## src/design/cia_pkg.sv

```systemverilog
`timescale 1ns / 1ps
// ----------------------------------------------------------------------------
// cia_pkg
// Shared types, codes and the control store of the compacting integer array.
// ----------------------------------------------------------------------------
package cia_pkg;

  localparam int CAPACITY_DEF = 64;

  localparam int OP_W    = 2;
  localparam int POS_W   = 6;
  localparam int VAL_W   = 32;
  localparam int ST_W    = 2;
  localparam int COUNT_W = 7;

  localparam logic [OP_W-1:0] OP_APPEND = 2'd0;
  localparam logic [OP_W-1:0] OP_REMOVE = 2'd1;
  localparam logic [OP_W-1:0] OP_READ   = 2'd2;

  localparam logic [ST_W-1:0] ST_OK   = 2'd0;
  localparam logic [ST_W-1:0] ST_FULL = 2'd1;
  localparam logic [ST_W-1:0] ST_BAD  = 2'd2;

  localparam int PC_W = 4;

  // step addresses of the control program
  localparam logic [PC_W-1:0] PC_WAIT  = 4'd0;
  localparam logic [PC_W-1:0] PC_CHECK = 4'd1;
  localparam logic [PC_W-1:0] PC_OPSEL = 4'd2;
  localparam logic [PC_W-1:0] PC_CAPT  = 4'd3;
  localparam logic [PC_W-1:0] PC_PRIME = 4'd4;
  localparam logic [PC_W-1:0] PC_MOVE  = 4'd5;
  localparam logic [PC_W-1:0] PC_DEC   = 4'd6;
  localparam logic [PC_W-1:0] PC_EMIT  = 4'd7;
  localparam logic [PC_W-1:0] PC_APP   = 4'd8;

  typedef enum logic [3:0] {
    ACT_NOP,
    ACT_LOAD,
    ACT_CHECK,
    ACT_RD,
    ACT_CAPT,
    ACT_PRIME,
    ACT_MOVE,
    ACT_DEC,
    ACT_APP,
    ACT_EMIT
  } act_t;

  typedef enum logic [2:0] {
    JC_NEVER,
    JC_ALWAYS,
    JC_NOT_ACC,
    JC_ERR,
    JC_APPEND,
    JC_READ,
    JC_LAST,
    JC_MORE_OR_BUSY
  } jcond_t;

  typedef struct packed {
    logic             in_ready;
    act_t             act;
    jcond_t           jc;
    logic [PC_W-1:0]  jmp;
    logic [PC_W-1:0]  nxt;
  } uword_t;

  typedef struct packed {
    logic acc;
    logic err;
    logic is_app;
    logic is_read;
    logic last;
    logic more;
    logic out_busy;
  } flags_t;

  // control program: jump to jmp when jc holds, otherwise go to nxt
  function automatic uword_t ucode(input logic [PC_W-1:0] pc);
    uword_t w;
    w = '{in_ready: 1'b0, act: ACT_NOP, jc: JC_ALWAYS, jmp: PC_WAIT, nxt: PC_WAIT};
    unique case (pc)
      PC_WAIT:  w = '{1'b1, ACT_LOAD,  JC_NOT_ACC,      PC_WAIT, PC_CHECK};
      PC_CHECK: w = '{1'b0, ACT_CHECK, JC_ERR,          PC_EMIT, PC_OPSEL};
      PC_OPSEL: w = '{1'b0, ACT_RD,    JC_APPEND,       PC_APP,  PC_CAPT};
      PC_CAPT:  w = '{1'b0, ACT_CAPT,  JC_READ,         PC_EMIT, PC_PRIME};
      PC_PRIME: w = '{1'b0, ACT_PRIME, JC_LAST,         PC_DEC,  PC_MOVE};
      PC_MOVE:  w = '{1'b0, ACT_MOVE,  JC_MORE_OR_BUSY, PC_MOVE, PC_DEC};
      PC_DEC:   w = '{1'b0, ACT_DEC,   JC_ALWAYS,       PC_EMIT, PC_EMIT};
      PC_EMIT:  w = '{1'b0, ACT_EMIT,  JC_MORE_OR_BUSY, PC_EMIT, PC_WAIT};
      PC_APP:   w = '{1'b0, ACT_APP,   JC_ALWAYS,       PC_EMIT, PC_EMIT};
      default:  w = '{1'b0, ACT_NOP,   JC_ALWAYS,       PC_WAIT, PC_WAIT};
    endcase
    return w;
  endfunction

endpackage

```

## src/design/cia_seq.sv

```systemverilog
`timescale 1ns / 1ps
// ----------------------------------------------------------------------------
// cia_seq
// Step counter and control store; picks the next step from datapath flags.
// ----------------------------------------------------------------------------
module cia_seq
  import cia_pkg::*;
(
  input  logic   clk,
  input  logic   rst_n,
  input  flags_t flags,
  output uword_t ctrl
);

  logic [PC_W-1:0] pc_r;
  logic [PC_W-1:0] pc_nxt;
  logic            take;

  assign ctrl = ucode(pc_r);

  always_comb begin
    unique case (ctrl.jc)
      JC_NEVER:        take = 1'b0;
      JC_ALWAYS:       take = 1'b1;
      JC_NOT_ACC:      take = !flags.acc;
      JC_ERR:          take = flags.err;
      JC_APPEND:       take = flags.is_app;
      JC_READ:         take = flags.is_read;
      JC_LAST:         take = flags.last;
      // shared code: MOVE loops on more, EMIT holds while the output is full
      JC_MORE_OR_BUSY: take = (ctrl.act == ACT_MOVE) ? flags.more : flags.out_busy;
      default:         take = 1'b1;
    endcase
    pc_nxt = take ? ctrl.jmp : ctrl.nxt;
  end

  always_ff @(posedge clk) begin
    if (!rst_n) begin
      pc_r <= PC_WAIT;
    end else begin
      pc_r <= pc_nxt;
    end
  end

endmodule

```

## src/design/cia_dp.sv

```systemverilog
`timescale 1ns / 1ps
// ----------------------------------------------------------------------------
// cia_dp
// Entry store, count, address register and result register.
// ----------------------------------------------------------------------------
module cia_dp
  import cia_pkg::*;
#(
  parameter int CAPACITY = CAPACITY_DEF
)
(
  input  logic                clk,
  input  logic                rst_n,
  input  uword_t              ctrl,
  output flags_t              flags,
  input  logic                in_valid,
  input  logic [OP_W-1:0]     in_op,
  input  logic [POS_W-1:0]    in_pos,
  input  logic [VAL_W-1:0]    in_val,
  output logic                out_valid,
  input  logic                out_ready,
  output logic [VAL_W-1:0]    out_data,
  output logic [ST_W-1:0]     out_status,
  output logic [COUNT_W-1:0]  out_count
);

  localparam int AW = (CAPACITY > 1) ? $clog2(CAPACITY) : 1;
  localparam int CW = $clog2(CAPACITY + 1);
  localparam int PW = (CW > POS_W) ? CW : POS_W;

  logic [VAL_W-1:0] mem [CAPACITY];

  logic [OP_W-1:0]    op_r;
  logic [POS_W-1:0]   pos_r;
  logic [VAL_W-1:0]   val_r;
  logic [CW-1:0]      used_r, used_nxt;
  logic [AW-1:0]      addr_r, addr_nxt;
  logic [VAL_W-1:0]   data_r, data_nxt;
  logic [ST_W-1:0]    status_r, status_nxt;
  logic [VAL_W-1:0]   rd_data_r;
  logic [AW-1:0]      rd_addr;
  logic               wr_en;
  logic [AW-1:0]      wr_addr;
  logic [VAL_W-1:0]   wr_data;
  logic               out_valid_r, out_valid_nxt;
  logic [VAL_W-1:0]   out_data_r;
  logic [ST_W-1:0]    out_status_r;
  logic [COUNT_W-1:0] out_count_r;

  logic [PW-1:0]      pos_ext, used_ext;
  logic [CW:0]        addr_w, used_w;
  logic [CW+COUNT_W-1:0] count_ext;
  logic               full, bad, op_ok, emit;

  always_comb begin
    pos_ext  = PW'(pos_r);
    used_ext = PW'(used_r);
    addr_w   = (CW+1)'(addr_r);
    used_w   = (CW+1)'(used_r);
    full     = (used_r == CW'(CAPACITY));
    op_ok    = (op_r == OP_REMOVE) || (op_r == OP_READ);
    bad      = !op_ok || (pos_ext >= used_ext);

    flags.acc      = in_valid && ctrl.in_ready;
    flags.is_app   = (op_r == OP_APPEND);
    flags.is_read  = (op_r == OP_READ);
    flags.err      = flags.is_app ? full : bad;
    flags.last     = (addr_w + (CW+1)'(1)) >= used_w;
    flags.more     = (addr_w + (CW+1)'(2)) < used_w;
    flags.out_busy = out_valid_r && !out_ready;
    emit           = (ctrl.act == ACT_EMIT) && !flags.out_busy;
  end

  always_comb begin
    used_nxt   = used_r;
    addr_nxt   = addr_r;
    data_nxt   = data_r;
    status_nxt = status_r;
    rd_addr    = addr_r;
    wr_en      = 1'b0;
    wr_addr    = addr_r;
    wr_data    = rd_data_r;
    unique case (ctrl.act)
      ACT_CHECK: begin
        data_nxt   = '0;
        addr_nxt   = pos_ext[AW-1:0];
        status_nxt = flags.err ? (flags.is_app ? ST_FULL : ST_BAD) : ST_OK;
      end
      ACT_CAPT:  data_nxt = rd_data_r;
      ACT_PRIME: rd_addr  = AW'(addr_w + (CW+1)'(1));
      ACT_MOVE: begin
        // rd_data_r holds the entry one place above addr_r
        wr_en    = 1'b1;
        addr_nxt = AW'(addr_w + (CW+1)'(1));
        rd_addr  = AW'(addr_w + (CW+1)'(2));
      end
      ACT_DEC: used_nxt = used_r - CW'(1);
      ACT_APP: begin
        wr_en    = 1'b1;
        wr_addr  = AW'(used_r);
        wr_data  = val_r;
        used_nxt = used_r + CW'(1);
      end
      ACT_NOP, ACT_LOAD, ACT_RD, ACT_EMIT: begin
      end
      default: begin
      end
    endcase
  end

  always_ff @(posedge clk) begin
    if (wr_en) begin
      mem[wr_addr] <= wr_data;
    end
    rd_data_r <= mem[rd_addr];
  end

  always_ff @(posedge clk) begin
    if (flags.acc) begin
      op_r  <= in_op;
      pos_r <= in_pos;
      val_r <= in_val;
    end
    addr_r   <= addr_nxt;
    data_r   <= data_nxt;
    status_r <= status_nxt;
  end

  always_comb begin
    out_valid_nxt = out_valid_r;
    if (out_valid_r && out_ready) begin
      out_valid_nxt = 1'b0;
    end
    if (emit) begin
      out_valid_nxt = 1'b1;
    end
  end

  assign count_ext = (CW+COUNT_W)'(used_r);

  always_ff @(posedge clk) begin
    if (!rst_n) begin
      used_r      <= '0;
      out_valid_r <= 1'b0;
    end else begin
      used_r      <= used_nxt;
      out_valid_r <= out_valid_nxt;
    end
  end

  always_ff @(posedge clk) begin
    if (emit) begin
      out_data_r   <= data_r;
      out_status_r <= status_r;
      out_count_r  <= count_ext[COUNT_W-1:0];
    end
  end

  assign out_valid  = out_valid_r;
  assign out_data   = out_data_r;
  assign out_status = out_status_r;
  assign out_count  = out_count_r;

endmodule

```

## src/design/compacting_integer_array.sv

```systemverilog
`timescale 1ns / 1ps
// ----------------------------------------------------------------------------
// compacting_integer_array
// Ordered list of signed 32-bit integers: append, remove-at with compaction,
// and read-at, run by a small control program over an entry store.
// ----------------------------------------------------------------------------
// channel | dir | tdata (low bit up)                    | tuser
// in_     | in  | position[5:0], value[37:6], pad        | op[1:0]
// out_    | out | data[31:0], count[38:32], pad          | status[1:0]
//
// Remove-at moves the entries above the position down one place, one entry moved
// per cycle by the store's single write port. An item is taken only in the wait
// step. Reset clears the count and the result valid; entries need no clearing.
// A held result stalls only the final step; the next item is still taken.
// ----------------------------------------------------------------------------
module compacting_integer_array
  import cia_pkg::*;
#(
  parameter int CAPACITY = CAPACITY_DEF
)
(
  input  logic        clk,
  input  logic        rst_n,
  input  logic        in_tvalid,
  output logic        in_tready,
  input  logic [39:0] in_tdata,   // position[5:0], value[37:6], zero pad
  input  logic [1:0]  in_tuser,   // op[1:0]
  output logic        out_tvalid,
  input  logic        out_tready,
  output logic [39:0] out_tdata,  // data[31:0], count[38:32], zero pad
  output logic [1:0]  out_tuser   // status[1:0]
);

  uword_t              ctrl;
  flags_t              flags;
  logic [VAL_W-1:0]    out_data;
  logic [ST_W-1:0]     out_status;
  logic [COUNT_W-1:0]  out_count;

  cia_seq u_seq (
    .clk   (clk),
    .rst_n (rst_n),
    .flags (flags),
    .ctrl  (ctrl)
  );

  cia_dp #(
    .CAPACITY (CAPACITY)
  ) u_dp (
    .clk        (clk),
    .rst_n      (rst_n),
    .ctrl       (ctrl),
    .flags      (flags),
    .in_valid   (in_tvalid),
    .in_op      (in_tuser),
    .in_pos     (in_tdata[POS_W-1:0]),
    .in_val     (in_tdata[POS_W+VAL_W-1:POS_W]),
    .out_valid  (out_tvalid),
    .out_ready  (out_tready),
    .out_data   (out_data),
    .out_status (out_status),
    .out_count  (out_count)
  );

  assign in_tready = ctrl.in_ready;
  assign out_tdata = {1'b0, out_count, out_data};
  assign out_tuser = out_status;

endmodule

```

## config.mk

```make
export PLATFORM = sky130hd
export DESIGN_NAME = compacting_integer_array
export DESIGN_NICKNAME = d
export VERILOG_FILES = /design/src/design/cia_pkg.sv /design/src/design/cia_seq.sv /design/src/design/cia_dp.sv /design/src/design/compacting_integer_array.sv
export SDC_FILE = /design/constraint.sdc
export NUM_CORES = 2
export LEC_CHECK = 0
export BUFFER_PORTS_ARGS = -buffer_cell sky130_fd_sc_hd__buf_2
export CORE_ASPECT_RATIO = 1.4
export CORE_MARGIN = 2
export CORE_UTILIZATION = 54
export CTS_BUF_LIST = sky130_fd_sc_hd__clkbuf_4 sky130_fd_sc_hd__clkbuf_8
export DETAILED_ROUTE_END_ITERATION = 6
export PLACE_DENSITY = 0.7
export SYNTH_ARGS = -nofsm -noshare
export SYNTH_HDL_FRONTEND = slang
export SYNTH_SLANG_ARGS = --single-unit
```

## constraint.sdc

```tcl
create_clock -name clk -period 4.85 [get_ports clk]
set_clock_uncertainty 0.2 [all_clocks]
set_input_delay 0.7275 -clock clk [delete_from_list [all_inputs] [get_ports clk]]
set_output_delay 0.7275 -clock clk [all_outputs]
set_load 0.02 [all_outputs]
```

==> metrics.csv <==
stage;metric;value;unit
worst_setup_path;Worst R2R Setup Slack;0.47;ns
worst_setup_path;kind of critical path;flip-flop to flip-flop;
timing;unrepaired setup endpoints after global routing;false;
status;outcome;completed;
worst_setup_path;most used cell, CP;ha_1;
global_routing;vias in the first global route;50300;
detailed_routing;Post-DRT Antenna Nets;0;
logic_synthesis;Most used DFF post-synth;edfxtp_1;
worst_setup_path;WP data required;5.56;ns
hold_path;Endpoint, Worst Hold;u_dp.out_data[7]$_DFFE_PP_;
logic_synthesis;post-synthesis compound-gate area fraction;4.25;%
detailed_routing;met3 WL post-DR;20100;um
clocking;clock insertion delay at the later pin of the skew report;1.03;ns
detailed_routing;Routed WL;226000;um
detailed_routing;Metal-1 WL;82700;um
worst_setup_path;reg2reg start;u_dp.addr_r[1]$_DFFE_PP_;
clocking;Root Buffer;clkbuf_8;
flow_run;MaxCap Viol Count;0;
floorplanning;row cnt;174;
detailed_routing;DR WL met2;115000;um
logic_synthesis;area leader, netlist;edfxtp_1;
logic_synthesis;share of flip-flops with an asynchronous set or reset;0;%
floorplanning;I/O pin cnt;90;
floorplanning;DIE AREA;165000;um2
worst_setup_path;startpoint types;flip-flop;
power_and_ir_drop;pwr dens;556;nW/um2
clocking;setup bufs post-CTS;0;
logic_synthesis;sequential share of the synthesized area;76.0;%
timing;final setup fails;0;
logic_synthesis;Post-synth EDFFs;2169;
worst_setup_path;peak per-stage delay on the critical path;0.52;ns
floorplanning;starting density of the core;54.3;%
timing;period utilisation layout;90.3;%
cells_and_area;Nets;5920;
timing;Max Fclk;228;MHz
worst_setup_path;reg2reg end;u_seq.ctrl[5]$_DFF_P_;
clocking;clock sink total;2224;
logic_synthesis;number of synthesized register bits;2224;
cells_and_area;most frequent cells in the layout;2169 x edfxtp_1, 1347 x nand2_1, 345 x nand3_1, 337 x clkbuf_8, 239 x mux4_2;
floorplanning;Die Span Y;479;um
cells_and_area;most common cell after layout, fill and taps aside;edfxtp_1;
clocking;Max clock buf depth;4;
clocking;TritonCTS Buffers;324;
detailed_routing;Top Layer Used;met4;
detailed_routing;DRT iter0 DRCs;6055;
global_routing;initial antenna violation count;3;
global_routing;largest net degree at the start of global routing;118;
worst_setup_path;critical-path cell list;ha_1, nand2_1, xnor2_1, ha_1, a21o_1, a211oi_1, a21oi_1, a211oi_2, and2_2, mux2i_1, nand2b_1, ha_1, nand2_1, nor4_1, buf_4, a2bb2oi_1;
logic_synthesis;largest cells by area after synthesis;edfxtp_1 75%, mux4_2 6.2%, nand2_1 5.9%, nand3_1 2.0%, dfxtp_1 1.3%;
timing;Rel. slew slack;10.3;%
global_routing;GRT Total Usage;27.4;%
cells_and_area;share of layout cells above drive strength 1;18.5;%
detailed_routing;Vias/cell;6.21;
hold_path;Hold Crit Class;flip-flop to flip-flop;
placement;dpl cells;7584;
global_routing;first-pass GRT wire length;329000;um
placement;number of port buffers;86;
cells_and_area;Layout Cells excl Fill;8194;
global_routing;grt total ovfl;0;
logic_synthesis;YS warnings;0;
placement;Placer Congestion;0.887;
timing;Fin Setup TNS;0;ns
clocking;H-Tree Depth;5;
hold_path;Hold Path Stages;0;
power_and_ir_drop;peak supply drop;0.484;mV
clocking;CTS tree;done;
logic_synthesis;adder-cell share of the synthesized area;0.496;%
timing;Least-Margin Pin Slew;1.34;ns
placement;DP HPWL;127000;um
worst_setup_path;crit path DAT;5.09;ns
timing;crit path time final;4.38;ns
logic_synthesis;Synth top area share;74.7;%
logic_synthesis;Avg Cell Area, Syn;15.7;um2
detailed_routing;drt wl/cell;27.6;um
worst_setup_path;FF-to-FF path depth;16;
logic_synthesis;syn_nets;5625;
detailed_routing;number of detailed-route iterations in the first pass;6;
detailed_routing;# DRC;0;
timing;fin. max-slew vios;0;
clocking;CTS clock-pin slew for the worst setup and hold paths;0.07;ns
worst_setup_path;slowest CP cell;edfxtp_1;
worst_setup_path;CP Max Fanout;13;
power_and_ir_drop;Leak;32.8;nW
logic_synthesis;post-synthesis mux area share;6.80;%
logic_synthesis;Post-Synth XOR/XNOR Area;0.221;%
detailed_routing;via count;50900;
hold_path;origin of the worst min-delay path;u_dp.data_r[7]$_SDFFCE_PN0P_;
logic_synthesis;simple-gate share of the synthesized area;10.4;%
cells_and_area;Area growth, synth to finish;12.1;%
floorplanning;die width;344;um
logic_synthesis;Unique masters post-synth;73;
logic_synthesis;largest family of logic cells by synthesized area;simple AND/OR/NAND/NOR gates;
worst_setup_path;Worst Setup End Kind;flip-flop;
logic_synthesis;area of the mapped netlist;87200;um2
timing;Fin. Hold Viols;0;
floorplanning;core area;160000;um2
logic_synthesis;Gate Count Post-Synth;5545;
flip-flops by register name, indices dropped and copies added, names as in the netlist:
register,cells
u_dp.data_r,32
u_seq.ctrl,15
u_dp.rd_data_r,32
u_dp.out_data,32
u_dp.status_r,2
u_dp.op_r,2
u_dp.mem,2048
u_dp.val_r,32
u_dp.out_count,7
u_dp.out_status,2
u_dp.addr_r,6
u_dp.out_valid,1
u_dp.used_ext,7
u_dp.pos_r,6
what timing repair did:
| item | 4_1_cts | 5_1_grt |
|---|---|---|
| setup endpoints to repair | 0 | 6 |
| endpoints found under the hold margin | 50 | 0 |
| resized for setup | 0 | 1 |
| hold buffers | 42 | 0 |
worst max-delay path: cells and delay by family (launching register included):
family	cells	cell delay [ns]
compound gates	5	1.08
simple gates	5	0.95
fa+ha+maj	3	0.79
xor+xnor	1	0.20
buf+inv	1	0.19
mux	1	0.37
flops	1	0.52
power breakdown:
group,internal [W],total [W],leakage (nW),switching [W]
logic,0.00470,0.0151,9.66,0.0104
clock network,0.00745,0.0143,3.24,0.00688
registers,0.0244,0.0249,19.9,0.000551
total,0.0365,0.0544,32.8,0.0179
synth_stat cells, drive strengths merged, types with 3 or more instances:
master and number:
or3 8, o21bai 3, a31oi 90, nor2 128
o21ai 18, and2 4, edfxtp 2169, a311oi 118
nor4bb 3, o211ai 4, xnor2 14, a21o 14
a32oi 18, nor2b 8, nand3 346, nand3b 8
nor3 36, o31a 27, nor4b 5, and3 148
nand4 19, buf 177, a221oi 31, a211o 3
clkbuf 161, nand2 1379, inv 19, o211a 26
o2111ai 6, mux4 239, xor2 5, nor4 4
mux2i 52, a21oi 115, o22ai 3, o21a 10
ha 33, dfxtp 55, a211oi 7, nand2b 6
or2 3
per-stage QoR:
step	setup slack (ns)	hold WS [ns]	power (W)	utilization, %	area (um2)
after floorplan	0.396	0.200	0.0349	-	87200
after global placement	0.480	0.205	0.0398	56.9	91300
after detailed placement	0.395	0.205	0.0402	56.9	91300
after CTS	0.370	0.137	0.0544	60.9	97800
after global routing	0.00462	0.194	0.0565	60.9	97800
final	0.468	0.212	0.0544	60.9	97800
worst max-delay path by stage:
stage	start	end	slack (ns)	cells past startpoint
2_1_floorplan	in_tvalid	u_seq.ctrl[5]$_DFF_P_	0.40	13
6_report	u_dp.addr_r[1]$_DFFE_PP_	u_seq.ctrl[5]$_DFF_P_	0.47	16
3_3_place_gp	u_dp.addr_r[1]$_DFFE_PP_	u_seq.ctrl[0]$_DFF_P_	0.48	16
5_1_grt	u_dp.addr_r[1]$_DFFE_PP_	u_seq.ctrl[5]$_DFF_P_	0.005	16
3_5_place_dp	u_dp.addr_r[1]$_DFFE_PP_	u_seq.ctrl[0]$_DFF_P_	0.39	16
4_1_cts	u_dp.addr_r[1]$_DFFE_PP_	u_seq.ctrl[0]$_DFF_P_	0.37	16
cell type report:
| type | instances | area (um2) |
|---|---|---|
| tap | 2112 | 2640 |
| timing repair buffer | 307 | 2810 |
| clock inverter | 131 | 708 |
| multi-input combinational | 2964 | 19900 |
| clock buffer | 434 | 5370 |
| sequential | 2224 | 66200 |
| inverter | 19 | 71.3 |
| fill | 11400 | 62700 |
| antenna | 3 | 7.51 |
routing by layer:
layer | vias up | GRT usage, %
li1 | 21800 | -
met1 | 25900 | 35.3
met2 | 2725 | 46.7
met3 | 474 | 4.67
met4 | 0 | 10.7
met5 | - | 0
logic make-up (layout without fill, tap and decap cells):
logic type,count (synthesis),count (layout)
multiplexers,293,293
flip-flops,2224,2224
adder cells (fa/ha/maj),34,34
XOR/XNOR,19,19
other,1,4
buffers and inverters,357,891
AO/OA/AOI/OAI,507,507
AND/OR/NAND/NOR,2110,2110
(Power assumes the default switching activity.)
